`config.mk`:
```
export PLATFORM = sky130hd
export DESIGN_NAME = grid_ray_caster
export DESIGN_NICKNAME = d
export VERILOG_FILES = /design/src/design/grc_pkg.sv /design/src/design/grc_div.sv /design/src/design/grc_map.sv /design/src/design/grid_ray_caster.sv
export SDC_FILE = /design/constraint.sdc
export NUM_CORES = 2
export LEC_CHECK = 0
export BUFFER_PORTS_ARGS = -buffer_cell sky130_fd_sc_hd__buf_2
export CORE_MARGIN = 2
export CORE_UTILIZATION = 45
export DETAILED_ROUTE_END_ITERATION = 10
export PLACE_DENSITY = 0.61
export SYNTH_ARGS = -nofsm -noshare
export SYNTH_HDL_FRONTEND = slang
export SYNTH_SLANG_ARGS = --single-unit
```
`constraint.sdc`:
```
create_clock -name clock -period 18.1 [get_ports clock]
set_input_delay 5.43 -clock clock [delete_from_list [all_inputs] [get_ports clock]]
set_output_delay 5.43 -clock clock [all_outputs]
set_load 0.1 [all_outputs]
```
`src/design/grc_pkg.sv`:
```
`timescale 1ns / 1ps
// Shared types, constants and the sine function for the grid ray caster.
// Used by grc_div, grc_map and grid_ray_caster; depends on nothing.
package grc_pkg;

   localparam int MAP_COLS_DEF = 16;
   localparam int MAP_ROWS_DEF = 16;
   localparam int NUM_RAYS_DEF = 1024;

   localparam int REQ_W = 64;
   localparam int RSP_W = 32;
   localparam int DIV_W = 40;
   localparam int DIV_CNT_W = 6;
   localparam int TRIG_W = 17;

   localparam logic [7:0]  TILE_SIZE_RST   = 8'd100;
   localparam logic [10:0] HALF_FOV_RST    = 11'd683;
   localparam logic [11:0] DELTA_ANGLE_RST = 12'd5;
   localparam logic [7:0]  MAX_STEPS_RST   = 8'd16;
   localparam logic [31:0] PROJ_COEFF_RST  = 32'd77942;

   localparam logic [2:0] REG_TILE_SIZE   = 3'd0;
   localparam logic [2:0] REG_HALF_FOV    = 3'd1;
   localparam logic [2:0] REG_DELTA_ANGLE = 3'd2;
   localparam logic [2:0] REG_MAX_STEPS   = 3'd3;
   localparam logic [2:0] REG_PROJ_COEFF  = 3'd4;

   typedef struct packed {
      logic             start;
      logic [DIV_W-1:0] dividend;
      logic [DIV_W-1:0] divisor;
   } div_req_type;

   typedef struct packed {
      logic             busy;
      logic             done;
      logic [DIV_W-1:0] quotient;
   } div_rsp_type;

   // quarter-wave sine, Q1.15, every 64 binary-angle units
   localparam logic [14:0] QUARTER_SINE [0:16] = '{
      15'd0, 15'd3212, 15'd6393, 15'd9512, 15'd12539, 15'd15446, 15'd18204,
      15'd20787, 15'd23170, 15'd25329, 15'd27245, 15'd28898, 15'd30273,
      15'd31356, 15'd32137, 15'd32609, 15'd32767
   };

   function automatic logic signed [TRIG_W-1:0] sin_q15(input logic [11:0] ang);
      logic [10:0] q;
      logic [4:0]  idx;
      logic [5:0]  fr;
      logic [14:0] lo;
      logic [14:0] hi;
      logic [20:0] step;
      logic [15:0] mag;
      q = ang[10] ? (11'd1024 - {1'b0, ang[9:0]}) : {1'b0, ang[9:0]};
      idx = q[10:6];
      fr = q[5:0];
      lo = 15'd0;
      hi = 15'd0;
      step = 21'd0;
      if (idx >= 5'd16) begin
         mag = 16'd32767;
      end else begin
         lo = QUARTER_SINE[idx];
         hi = QUARTER_SINE[idx + 5'd1];
         step = 21'(hi - lo) * 21'(fr) + 21'd32;
         mag = 16'(lo) + 16'(step[20:6]);
      end
      return ang[11] ? -$signed({1'b0, mag}) : $signed({1'b0, mag});
   endfunction

endpackage

```
`src/design/grc_div.sv`:
```
`timescale 1ns / 1ps
// Restoring divider, one quotient bit per cycle.
// Depends on grc_pkg for widths and the request/response structs.
module grc_div (
   input  logic                  clock,
   input  logic                  reset,
   input  grc_pkg::div_req_type  div_req,
   output grc_pkg::div_rsp_type  div_rsp
);

   localparam int W = grc_pkg::DIV_W;

   logic                           busy_ff, busy_in;
   logic                           done_ff, done_in;
   logic [grc_pkg::DIV_CNT_W-1:0]  cnt_ff, cnt_in;
   logic [W-1:0]                   rem_ff, rem_in;
   logic [W-1:0]                   quo_ff, quo_in;
   logic [W-1:0]                   dvs_ff, dvs_in;
   logic [W:0]                     shifted;
   logic [W:0]                     trial;

   assign shifted = {rem_ff, quo_ff[W-1]};
   assign trial   = shifted - {1'b0, dvs_ff};

   always_comb begin
      busy_in = busy_ff;
      done_in = 1'b0;
      cnt_in  = cnt_ff;
      rem_in  = rem_ff;
      quo_in  = quo_ff;
      dvs_in  = dvs_ff;
      if (div_req.start) begin
         busy_in = 1'b1;
         cnt_in  = grc_pkg::DIV_CNT_W'(W);
         rem_in  = '0;
         quo_in  = div_req.dividend;
         dvs_in  = div_req.divisor;
      end else if (busy_ff) begin
         cnt_in = cnt_ff - 1'b1;
         if (!trial[W]) begin
            rem_in = trial[W-1:0];
            quo_in = {quo_ff[W-2:0], 1'b1};
         end else begin
            rem_in = shifted[W-1:0];
            quo_in = {quo_ff[W-2:0], 1'b0};
         end
         if (cnt_ff == grc_pkg::DIV_CNT_W'(1)) begin
            busy_in = 1'b0;
            done_in = 1'b1;
         end
      end
   end

   always_ff @(posedge clock) begin
      if (reset) begin
         busy_ff <= 1'b0;
         done_ff <= 1'b0;
         cnt_ff  <= '0;
      end else begin
         busy_ff <= busy_in;
         done_ff <= done_in;
         cnt_ff  <= cnt_in;
      end
   end

   always_ff @(posedge clock) begin
      rem_ff <= rem_in;
      quo_ff <= quo_in;
      dvs_ff <= dvs_in;
   end

   assign div_rsp.busy     = busy_ff;
   assign div_rsp.done     = done_ff;
   assign div_rsp.quotient = quo_ff;

endmodule

```
`src/design/grc_map.sv`:
```
`timescale 1ns / 1ps
// Wall map: one bit per cell, synchronous read, cleared by a sweep after reset.
// Takes its default size from grc_pkg; sized by the top level.
module grc_map #(
   parameter int DEPTH = grc_pkg::MAP_COLS_DEF * grc_pkg::MAP_ROWS_DEF,
   parameter int AW    = $clog2(DEPTH)
) (
   input  logic          clock,
   input  logic          reset,
   input  logic          wr_en,
   input  logic [AW-1:0] wr_addr,
   input  logic          wr_data,
   input  logic          rd_en,
   input  logic [AW-1:0] rd_addr,
   output logic          rd_data,
   output logic          ready
);

   logic          wall_mem [DEPTH];
   logic          rd_data_ff;
   logic          clr_active_ff, clr_active_in;
   logic [AW-1:0] clr_addr_ff, clr_addr_in;

   always_comb begin
      clr_active_in = clr_active_ff;
      clr_addr_in   = clr_addr_ff;
      if (clr_active_ff) begin
         clr_addr_in = clr_addr_ff + 1'b1;
         if (clr_addr_ff == AW'(DEPTH - 1)) clr_active_in = 1'b0;
      end
   end

   always_ff @(posedge clock) begin
      if (reset) begin
         clr_active_ff <= 1'b1;
         clr_addr_ff   <= '0;
      end else begin
         clr_active_ff <= clr_active_in;
         clr_addr_ff   <= clr_addr_in;
      end
   end

   always_ff @(posedge clock) begin
      if (clr_active_ff) begin
         wall_mem[clr_addr_ff] <= 1'b0;
      end else if (wr_en) begin
         wall_mem[wr_addr] <= wr_data;
      end
      if (rd_en) rd_data_ff <= wall_mem[rd_addr];
   end

   assign rd_data = rd_data_ff;
   assign ready   = !clr_active_ff;

endmodule

```
`src/design/grid_ray_caster.sv`:
```
`timescale 1ns / 1ps
// Grid ray caster top level. A map-write word is written to the map as it is accepted. A cast
// word gives its result after trying up to max_steps grid lines on each of two passes; the
// 40-bit serial divider sets its time: up to three divisions per ray, and per line one, plus
// one more for a line whose crossing stays in the map. One word in flight; the result register
// lets the next word in while a result waits. Synchronous reset: the map is swept clear
// cell by cell, req_tready low meanwhile.
module grid_ray_caster #(
   parameter int MAP_COLS = grc_pkg::MAP_COLS_DEF,
   parameter int MAP_ROWS = grc_pkg::MAP_ROWS_DEF,
   parameter int NUM_RAYS = grc_pkg::NUM_RAYS_DEF
) (
   input  logic                      clock,
   input  logic                      reset,
   input  logic                      req_tvalid,
   output logic                      req_tready,
   // cell_col[3:0] cell_row[7:4] wall_bit[8] pos_x[24:9] pos_y[40:25]
   // view_angle[52:41] ray_number[62:53], zero pad
   input  logic [grc_pkg::REQ_W-1:0] req_tdata,
   // op: 0 map write, 1 cast
   input  logic                      req_tuser,
   output logic                      rsp_tvalid,
   input  logic                      rsp_tready,
   // ray_id[9:0] wall_height[25:10], zero pad
   output logic [grc_pkg::RSP_W-1:0] rsp_tdata,
   input  logic                      csr_we,
   input  logic [2:0]                csr_index,
   input  logic [31:0]               csr_wdata
);

   localparam int MAP_DEPTH = MAP_COLS * MAP_ROWS;
   localparam int MAP_AW    = $clog2(MAP_DEPTH);

   typedef enum logic [21:0] {
      S_IDLE    = 22'h000001,
      S_ANGLE   = 22'h000002,
      S_SIN     = 22'h000004,
      S_COS     = 22'h000008,
      S_DIVX    = 22'h000010,
      S_DIVY    = 22'h000020,
      S_INIT    = 22'h000040,
      S_DEPTH   = 22'h000080,
      S_DIVW    = 22'h000100,
      S_MULLO   = 22'h000200,
      S_MULHI   = 22'h000400,
      S_CROSS   = 22'h000800,
      S_READ    = 22'h001000,
      S_HIT     = 22'h002000,
      S_STEP    = 22'h004000,
      S_PASSEND = 22'h008000,
      S_FISH    = 22'h010000,
      S_CLO     = 22'h020000,
      S_CHI     = 22'h040000,
      S_CORR    = 22'h080000,
      S_SAT     = 22'h100000,
      S_OUT     = 22'h200000
   } state_type;

   // ---- configuration registers ----
   logic [7:0]  tile_size_ff;
   logic [10:0] half_fov_ff;
   logic [11:0] delta_angle_ff;
   logic [7:0]  max_steps_ff;
   logic [31:0] proj_coeff_ff;

   always_ff @(posedge clock) begin
      if (reset) begin
         tile_size_ff   <= grc_pkg::TILE_SIZE_RST;
         half_fov_ff    <= grc_pkg::HALF_FOV_RST;
         delta_angle_ff <= grc_pkg::DELTA_ANGLE_RST;
         max_steps_ff   <= grc_pkg::MAX_STEPS_RST;
         proj_coeff_ff  <= grc_pkg::PROJ_COEFF_RST;
      end else if (csr_we) begin
         case (csr_index)
            grc_pkg::REG_TILE_SIZE:   tile_size_ff   <= csr_wdata[7:0];
            grc_pkg::REG_HALF_FOV:    half_fov_ff    <= csr_wdata[10:0];
            grc_pkg::REG_DELTA_ANGLE: delta_angle_ff <= csr_wdata[11:0];
            grc_pkg::REG_MAX_STEPS:   max_steps_ff   <= csr_wdata[7:0];
            grc_pkg::REG_PROJ_COEFF:  proj_coeff_ff  <= csr_wdata;
            default: ;
         endcase
      end
   end

   // ---- input word fields ----
   logic [3:0]  req_col, req_row;
   logic        req_wall;
   logic [15:0] req_px, req_py;
   logic [11:0] req_view;
   logic [9:0]  req_ray;

   assign req_col  = req_tdata[3:0];
   assign req_row  = req_tdata[7:4];
   assign req_wall = req_tdata[8];
   assign req_px   = req_tdata[24:9];
   assign req_py   = req_tdata[40:25];
   assign req_view = req_tdata[52:41];
   assign req_ray  = req_tdata[62:53];

   // ---- state ----
   state_type state_ff, state_in;
   state_type ret_ff, ret_in;       // where the divider wait hands back to
   logic      pass_ff, pass_in;     // 0 vertical lines, 1 horizontal lines
   logic [7:0] cnt_ff, cnt_in;
   logic      rsp_valid_ff, rsp_valid_in;

   logic [15:0] px_ff, px_in, py_ff, py_in;
   logic [11:0] view_ff, view_in;
   logic [9:0]  ray_ff, ray_in;
   logic [11:0] rd_ff, rd_in;       // ray_number * delta_angle, mod one turn
   logic [11:0] ang_ff, ang_in;
   logic signed [grc_pkg::TRIG_W-1:0] s_ff, s_in, c_ff, c_in;
   logic [11:0] q0x_ff, q0x_in, q0y_ff, q0y_in;
   logic signed [13:0] k_ff, k_in;  // current grid line, in cells
   logic [39:0] depth_ff, depth_in;
   logic [39:0] dv_ff, dv_in;
   logic [54:0] prod_ff, prod_in;
   logic [7:0]  line_idx_ff, line_idx_in;
   logic [14:0] cd_ff, cd_in;
   logic [15:0] h_ff, h_in;
   logic [9:0]  rsp_id_ff, rsp_id_in;
   logic [15:0] rsp_h_ff, rsp_h_in;

   // ---- submodules ----
   grc_pkg::div_req_type div_req;
   grc_pkg::div_rsp_type div_rsp;

   grc_div u_div (
      .clock   (clock),
      .reset   (reset),
      .div_req (div_req),
      .div_rsp (div_rsp)
   );

   logic              map_wr_en, map_rd_en, map_rd_data, map_ready;
   logic [MAP_AW-1:0] map_wr_addr, map_rd_addr;
   logic [16:0]       wr_addr_full, rd_addr_full;

   grc_map #(.DEPTH(MAP_DEPTH), .AW(MAP_AW)) u_map (
      .clock   (clock),
      .reset   (reset),
      .wr_en   (map_wr_en),
      .wr_addr (map_wr_addr),
      .wr_data (req_wall),
      .rd_en   (map_rd_en),
      .rd_addr (map_rd_addr),
      .rd_data (map_rd_data),
      .ready   (map_ready)
   );

   // ---- datapath ----
   logic [7:0]  t_eff, steps_eff;
   logic signed [grc_pkg::TRIG_W-1:0] prim, sec, prim_neg, sec_neg, sin_val;
   logic        prim_pos;
   logic [14:0] abs_prim, abs_sec;
   logic [15:0] orig, orig2;
   logic [11:0] q0;
   logic [11:0] trig_ang;
   logic [21:0] rd_prod;
   logic signed [22:0] line_val;
   logic signed [26:0] d_val;
   logic [26:0] d_mag;
   logic [19:0] mul_a;
   logic [14:0] mul_b;
   logic [34:0] mul_p;
   logic [39:0] m_val;
   logic [41:0] v_val, v_abs;
   logic [37:0] a_val;
   logic [16:0] cross_lim;
   logic [8:0]  line_cells;
   logic signed [14:0] k_ext, li;
   logic        cross_ok, line_ok;
   logic [7:0]  cross_idx, cell_col, cell_row;
   logic [39:0] corr;
   logic        accept, out_load;

   assign t_eff     = (tile_size_ff == 8'd0) ? 8'd1 : tile_size_ff;
   assign steps_eff = (max_steps_ff == 8'd0) ? 8'd1 : max_steps_ff;

   // pass 0 walks x lines driven by cos; pass 1 walks y lines driven by sin
   assign prim     = pass_ff ? s_ff : c_ff;
   assign sec      = pass_ff ? c_ff : s_ff;
   assign prim_neg = -prim;
   assign sec_neg  = -sec;
   assign prim_pos = !prim[grc_pkg::TRIG_W-1];
   assign abs_prim = prim[grc_pkg::TRIG_W-1] ? prim_neg[14:0] : prim[14:0];
   assign abs_sec  = sec[grc_pkg::TRIG_W-1] ? sec_neg[14:0] : sec[14:0];
   assign orig     = pass_ff ? py_ff : px_ff;
   assign orig2    = pass_ff ? px_ff : py_ff;
   assign q0       = pass_ff ? q0y_ff : q0x_ff;

   assign rd_prod = ray_ff * delta_angle_ff;

   // one sine unit, shared by ray sine, ray cosine and fisheye cosine
   always_comb begin
      case (state_ff)
         S_SIN:   trig_ang = ang_ff;
         S_COS:   trig_ang = ang_ff + 12'd1024;
         default: trig_ang = 12'(half_fov_ff) - rd_ff + 12'd1024;
      endcase
   end
   assign sin_val = grc_pkg::sin_q15(trig_ang);

   // depth numerator: |line * 16 - origin|
   assign line_val = k_ff * $signed({1'b0, t_eff});
   assign d_val    = $signed({line_val, 4'b0000}) - $signed(27'(orig));
   assign d_mag    = d_val[26] ? 27'(-d_val) : 27'(d_val);

   // shared 20x15 multiplier, two halves per product
   always_comb begin
      case (state_ff)
         S_MULLO: mul_a = div_rsp.quotient[19:0];
         S_CLO:   mul_a = depth_ff[19:0];
         default: mul_a = depth_ff[39:20];
      endcase
   end
   assign mul_b = (state_ff == S_CLO || state_ff == S_CHI) ? cd_ff : abs_sec;
   assign mul_p = mul_a * mul_b;

   // crossing on the other axis, Q.4 truncated toward zero
   assign m_val = prod_ff[54:15];
   assign v_val = sec[grc_pkg::TRIG_W-1] ? (42'(orig2) - 42'(m_val))
                                         : (42'(orig2) + 42'(m_val));
   assign v_abs = v_val[41] ? -v_val : v_val;
   assign a_val = v_abs[41:4];
   assign cross_lim = pass_ff ? (17'(MAP_COLS) * 17'(t_eff)) : (17'(MAP_ROWS) * 17'(t_eff));
   assign cross_ok  = !(v_val[41] && a_val != 38'd0) && (a_val < 38'(cross_lim));

   // cell beyond the line: forward of it going positive (one further at tile size 1), behind it going negative
   assign k_ext      = {k_ff[13], k_ff};
   assign li         = prim_pos ? ((t_eff == 8'd1) ? k_ext + 15'sd1 : k_ext) : k_ext - 15'sd1;
   assign line_cells = pass_ff ? 9'(MAP_ROWS) : 9'(MAP_COLS);
   assign line_ok    = !li[14] && (li[13:0] < 14'(line_cells));

   assign cross_idx = div_rsp.quotient[7:0];
   assign cell_col  = pass_ff ? cross_idx : line_idx_ff;
   assign cell_row  = pass_ff ? line_idx_ff : cross_idx;
   assign rd_addr_full = 17'(cell_row) * 17'(MAP_COLS) + 17'(cell_col);
   assign map_rd_addr  = rd_addr_full[MAP_AW-1:0];

   assign corr = prod_ff[54:15];

   assign req_tready = (state_ff == S_IDLE) && map_ready;
   assign accept     = req_tvalid && req_tready;

   assign wr_addr_full = 17'(req_row) * 17'(MAP_COLS) + 17'(req_col);
   assign map_wr_addr  = wr_addr_full[MAP_AW-1:0];
   assign map_wr_en    = accept && !req_tuser
                         && (32'(req_col) < MAP_COLS) && (32'(req_row) < MAP_ROWS);

   // ---- sequencer ----
   always_comb begin
      state_in    = state_ff;
      ret_in      = ret_ff;
      pass_in     = pass_ff;
      cnt_in      = cnt_ff;
      px_in       = px_ff;
      py_in       = py_ff;
      view_in     = view_ff;
      ray_in      = ray_ff;
      rd_in       = rd_ff;
      ang_in      = ang_ff;
      s_in        = s_ff;
      c_in        = c_ff;
      q0x_in      = q0x_ff;
      q0y_in      = q0y_ff;
      k_in        = k_ff;
      depth_in    = depth_ff;
      dv_in       = dv_ff;
      prod_in     = prod_ff;
      line_idx_in = line_idx_ff;
      cd_in       = cd_ff;
      h_in        = h_ff;
      map_rd_en   = 1'b0;
      out_load    = 1'b0;
      div_req     = '0;

      case (state_ff)
         S_IDLE: begin
            if (accept && req_tuser && (32'(req_ray) < NUM_RAYS)) begin
               px_in    = req_px;
               py_in    = req_py;
               view_in  = req_view;
               ray_in   = req_ray;
               state_in = S_ANGLE;
            end
         end
         S_ANGLE: begin
            rd_in    = rd_prod[11:0];
            ang_in   = view_ff - 12'(half_fov_ff) + rd_prod[11:0];
            state_in = S_SIN;
         end
         S_SIN: begin
            s_in     = (sin_val == '0) ? grc_pkg::TRIG_W'(1) : sin_val;
            state_in = S_COS;
         end
         S_COS: begin
            c_in     = (sin_val == '0) ? grc_pkg::TRIG_W'(1) : sin_val;
            state_in = S_DIVX;
         end
         S_DIVX: begin
            div_req.start    = 1'b1;
            div_req.dividend = grc_pkg::DIV_W'(px_ff[15:4]);
            div_req.divisor  = grc_pkg::DIV_W'(t_eff);
            ret_in           = S_DIVY;
            state_in         = S_DIVW;
         end
         S_DIVY: begin
            q0x_in           = div_rsp.quotient[11:0];
            div_req.start    = 1'b1;
            div_req.dividend = grc_pkg::DIV_W'(py_ff[15:4]);
            div_req.divisor  = grc_pkg::DIV_W'(t_eff);
            pass_in          = 1'b0;
            ret_in           = S_INIT;
            state_in         = S_DIVW;
         end
         S_INIT: begin
            if (!pass_ff && ret_ff == S_INIT) q0y_in = div_rsp.quotient[11:0];
            k_in     = $signed(14'(q0)) + (prim_pos ? 14'sd1 : 14'sd0);
            cnt_in   = 8'd0;
            state_in = S_DEPTH;
         end
         S_DEPTH: begin
            div_req.start    = 1'b1;
            div_req.dividend = {d_mag[24:0], 15'b0};
            div_req.divisor  = grc_pkg::DIV_W'(abs_prim);
            ret_in           = S_MULLO;
            state_in         = S_DIVW;
         end
         S_DIVW: begin
            if (div_rsp.done) state_in = ret_ff;
         end
         S_MULLO: begin
            depth_in = div_rsp.quotient;
            prod_in  = 55'(mul_p);
            state_in = S_MULHI;
         end
         S_MULHI: begin
            prod_in  = prod_ff + {mul_p, 20'b0};
            state_in = S_CROSS;
         end
         S_CROSS: begin
            if (line_ok && cross_ok) begin
               line_idx_in      = li[7:0];
               div_req.start    = 1'b1;
               div_req.dividend = grc_pkg::DIV_W'(a_val[15:0]);
               div_req.divisor  = grc_pkg::DIV_W'(t_eff);
               ret_in           = S_READ;
               state_in         = S_DIVW;
            end else begin
               state_in = S_STEP;
            end
         end
         S_READ: begin
            map_rd_en = 1'b1;
            state_in  = S_HIT;
         end
         S_HIT: begin
            state_in = map_rd_data ? S_PASSEND : S_STEP;
         end
         S_STEP: begin
            if ({1'b0, cnt_ff} + 9'd1 == {1'b0, steps_eff}) begin
               state_in = S_PASSEND;
            end else begin
               cnt_in   = cnt_ff + 8'd1;
               k_in     = prim_pos ? k_ff + 14'sd1 : k_ff - 14'sd1;
               state_in = S_DEPTH;
            end
         end
         S_PASSEND: begin
            if (!pass_ff) begin
               dv_in    = depth_ff;
               pass_in  = 1'b1;
               state_in = S_INIT;
            end else begin
               state_in = S_FISH;
            end
         end
         S_FISH: begin
            // equal depths keep the horizontal one
            depth_in = (dv_ff < depth_ff) ? dv_ff : depth_ff;
            if (sin_val[grc_pkg::TRIG_W-1]) begin
               h_in     = 16'd0;
               state_in = S_OUT;
            end else begin
               cd_in    = sin_val[14:0];
               state_in = S_CLO;
            end
         end
         S_CLO: begin
            prod_in  = 55'(mul_p);
            state_in = S_CHI;
         end
         S_CHI: begin
            prod_in  = prod_ff + {mul_p, 20'b0};
            state_in = S_CORR;
         end
         S_CORR: begin
            if (corr == 40'd0) begin
               h_in     = 16'hFFFF;
               state_in = S_OUT;
            end else begin
               div_req.start    = 1'b1;
               div_req.dividend = grc_pkg::DIV_W'({proj_coeff_ff, 4'b0000});
               div_req.divisor  = corr;
               ret_in           = S_SAT;
               state_in         = S_DIVW;
            end
         end
         S_SAT: begin
            h_in     = (div_rsp.quotient[39:16] != 24'd0) ? 16'hFFFF : div_rsp.quotient[15:0];
            state_in = S_OUT;
         end
         S_OUT: begin
            if (!rsp_valid_ff || rsp_tready) begin
               out_load = 1'b1;
               state_in = S_IDLE;
            end
         end
         default: state_in = S_IDLE;
      endcase
   end

   assign rsp_id_in    = out_load ? ray_ff : rsp_id_ff;
   assign rsp_h_in     = out_load ? h_ff : rsp_h_ff;
   assign rsp_valid_in = out_load ? 1'b1 : (rsp_tready ? 1'b0 : rsp_valid_ff);

   always_ff @(posedge clock) begin
      if (reset) begin
         state_ff     <= S_IDLE;
         ret_ff       <= S_IDLE;
         pass_ff      <= 1'b0;
         cnt_ff       <= 8'd0;
         rsp_valid_ff <= 1'b0;
      end else begin
         state_ff     <= state_in;
         ret_ff       <= ret_in;
         pass_ff      <= pass_in;
         cnt_ff       <= cnt_in;
         rsp_valid_ff <= rsp_valid_in;
      end
   end

   always_ff @(posedge clock) begin
      px_ff       <= px_in;
      py_ff       <= py_in;
      view_ff     <= view_in;
      ray_ff      <= ray_in;
      rd_ff       <= rd_in;
      ang_ff      <= ang_in;
      s_ff        <= s_in;
      c_ff        <= c_in;
      q0x_ff      <= q0x_in;
      q0y_ff      <= q0y_in;
      k_ff        <= k_in;
      depth_ff    <= depth_in;
      dv_ff       <= dv_in;
      prod_ff     <= prod_in;
      line_idx_ff <= line_idx_in;
      cd_ff       <= cd_in;
      h_ff        <= h_in;
      rsp_id_ff   <= rsp_id_in;
      rsp_h_ff    <= rsp_h_in;
   end

   assign rsp_tvalid = rsp_valid_ff;
   assign rsp_tdata  = {6'b0, rsp_h_ff, rsp_id_ff};

   // ---- checks ----
   a_div_start_idle: assert property (@(posedge clock) disable iff (reset)
      div_req.start |-> !div_rsp.busy)
      else $error("divider started while busy");

   a_div_done_waited: assert property (@(posedge clock) disable iff (reset)
      div_rsp.done |-> state_ff == S_DIVW)
      else $error("divider result arrived outside the wait state");

   a_out_loaded: assert property (@(posedge clock) disable iff (reset)
      out_load |=> rsp_tvalid)
      else $error("result not presented after load");

endmodule
```
==> results.yml <==
drt:
  viasPerCell: 5.69
  final_antenna_net_count: 0
  post_drt_wl_per_cell_um: 21.1
  routed_wl_um: 195000
  num_vias: 52542
  drc: 0
  drt-initial-drc-count: 4722
  detail_route.first_pass.iterations: 6
sta:
  relSlewSlack_pct: 13.9
  finalCritPeriodShare_pct: 87.3
  setup_violations: 0
  clock_skew_ns: 0.0810
  worstMarginPinSlew_ns: 1.29
  rsz0062_at_grt: "no"
  fin_crit_ns: 15.79
  setup-tns-final_ns: 0
  slew_violations: 0
  hold_viol_final: 0
  timing.fmax_mhz: 63.3
cts:
  holdBufCountCts: 0
  cts-root-buf: "clkbuf_16"
  cts-resized-gates: 0
  clock_sinks: 836
  clkSlewWorstSetupHoldPaths_ns: 0.06
  clk_latency_ns: 0.74
  cts_setup_buffers: 0
  clockBufferDepth: 3
  htreeDepth: 3
  cts_tree: "done"
  cts_buffers: 92
worst_setup_path:
  crit_slowest_cell: "or4_1"
  cp_max_fo: 17
  endpoint_kind: "flip-flop"
  critical_path.most_common_cell: "o21ai_0"
  cpPeakStageDelay_ns: 0.94
  cp.required_ns: 18.49
  criticalPathCategory: "flip-flop to flip-flop"
  worstPathArrival_ns: 16.19
  r2r_cells: 53
  timing.critical_path.from_type: "flip-flop"
global_routing:
  grt_pass1_wl_um: 304000
  grt_pass1_vias: 51305
  grtUsageTotal_pct: 24.9
  grt-ovfl-total: 0
  antenna_found_initial: 2
  grt_max_degree: 146
yosys:
  synth.yosys.seq_area_share_pct: 34.1
  synth_edf_count: 670
  synth_warnings: 0
  syn_inst: 7137
  synth_ff_type: "edfxtp_1"
  yosysUniqueCellTypes: 101
  synth_seq_cells: 836
  syn-cell-area_mm2: 0.0688
  synth-async-reset-ratio_pct: 0
  synth_area_per_cell_um2: 9.64
flow_run:
  drv_cap: 0
worst_hold_path:
  whs_path_depth: 0
  hold_class: "flip-flop to flip-flop"
floorplanning:
  start_util_pct: 45.3
  io_pins: 139
  core_mm2: 0.152
  die_w_um: 395
  die_h_um: 395
  fp-row-count: 143
  dieArea_mm2: 0.156
placed_design:
  post-dp-hpwl_um: 147000
  port_buffers: 131
  gp_congestion: 0.960
finish:
  filler_cell_count: 14128
  syn_to_final_growth_pct: 8.70
  fin_nets: 8166
  drive_above_1_share_pct: 8.49
status:
  status: "finished clean"
[worst paths after layout]
check	slack, ns	to	from
setup reg to reg	2.31	s_ff[1]	state_ff[19]
hold reg to reg	0.42	rsp_h_ff[4]	h_ff[4]
setup / recovery	2.31	s_ff[1]	state_ff[19]
hold / removal	0.42	rsp_h_ff[4]	h_ff[4]
[metal layers]
| metal | wire, um | track usage [%] | vias to the layer above |
|---|---|---|---|
| met4 | 5090 | 6.47 | 0 |
| met3 | 13800 | 3.72 | 227 |
| met1 | 87900 | 35.8 | 25974 |
| met5 | 0 | 0 | - |
| li1 | - | - | 24648 |
| met2 | 88600 | 39.4 | 1693 |
[cells in the final DEF (no fill, tap or decap), drive strengths merged, types with 135 or more instances in the layout]
cell    netlist  layout
xnor2       258     258
ha          487     487
buf          41     217
and2        167     167
edfxtp      670     670
o21ai       237     237
a21oi       361     361
fa          442     442
nand2       726     726
nor2        863     863
inv         748     757
dfxtp       166     166
mux2i       135     135
[critical path: cells and delay by family (launching register included)]
kind,cells,cell delay (ns)
buffers and inverters,4,0.78
DFF,1,0.35
AOI/OAI and AO/OA,18,3.31
xor gates and xnor gates,4,2.51
and+or+nand+nor,18,5.09
muxes,1,0.21
adders and majority gates,8,3.25
[through the flow]
stage	util (%)	setup slack [ns]	instances	hold slack, ns	area [um^2]
floorplan	-	4.16	7142	0.400	68800
global placement	47.2	2.60	9068	0.402	71700
detailed placement	47.2	2.53	9068	0.405	71700
CTS	49.2	2.49	9241	0.417	74800
global route	49.2	0.599	9242	0.422	74800
finish	49.2	2.31	9242	0.418	74800
[cell families after synthesis]
family	synth area share (%)
AOI/OAI and AO/OA	11.6
other	0.00545
xor gates and xnor gates	4.71
DFF	34.1
muxes	5.68
adders and majority gates	21.7
and+or+nand+nor	16.3
buffers and inverters	5.91
[cells in the mapped netlist (55+ instances only)]
cell type | number | area, um^2
and3_1 | 55 | 344
a21o_1 | 73 | 548
nand3_1 | 93 | 465
dfxtp_1 | 166 | 3320
edfxtp_1 | 670 | 20100
nor2b_1 | 57 | 357
nor2_1 | 862 | 3240
and2_1 | 167 | 1040
o21a_1 | 61 | 458
mux2i_1 | 134 | 1340
o21ai_0 | 230 | 1150
clkbuf_1 | 280 | 1050
a21oi_1 | 361 | 1810
nand2_1 | 726 | 2730
inv_1 | 746 | 2800
xor2_1 | 112 | 981
xnor2_1 | 258 | 2260
ha_1 | 487 | 6090
mux2_2 | 76 | 856
nor3_1 | 125 | 626
a211oi_1 | 60 | 450
mux4_2 | 75 | 1690
nand2b_1 | 61 | 382
fa_1 | 442 | 8850
[sequential cells by signal, summed over array words and instances (netlist names), 22 cells and up]
signal          count
proj_coeff_ff      32
state_ff           22
u_div.rem_ff       40
prod_ff            40
u_map.wall_mem    256
u_div.dvs_ff       40
u_div.quo_ff       40
depth_ff           40
dv_ff              40
[layout make-up]
type                       count  area [um^2]  area share (%)
sequential                   836        23400            31.4
clock buffer                 120         2450            3.27
multi-input combinational   5235        41600            55.6
tap                         2030         2540            3.40
inverter                     750         2820            3.76
timing repair buffer         217         1300            1.74
clock inverter                53          634           0.848
antenna                        1         2.50         0.00335
Power is not shown: default switching activity piles up to over one toggle a cycle in this logic, so the estimate is an artifact.
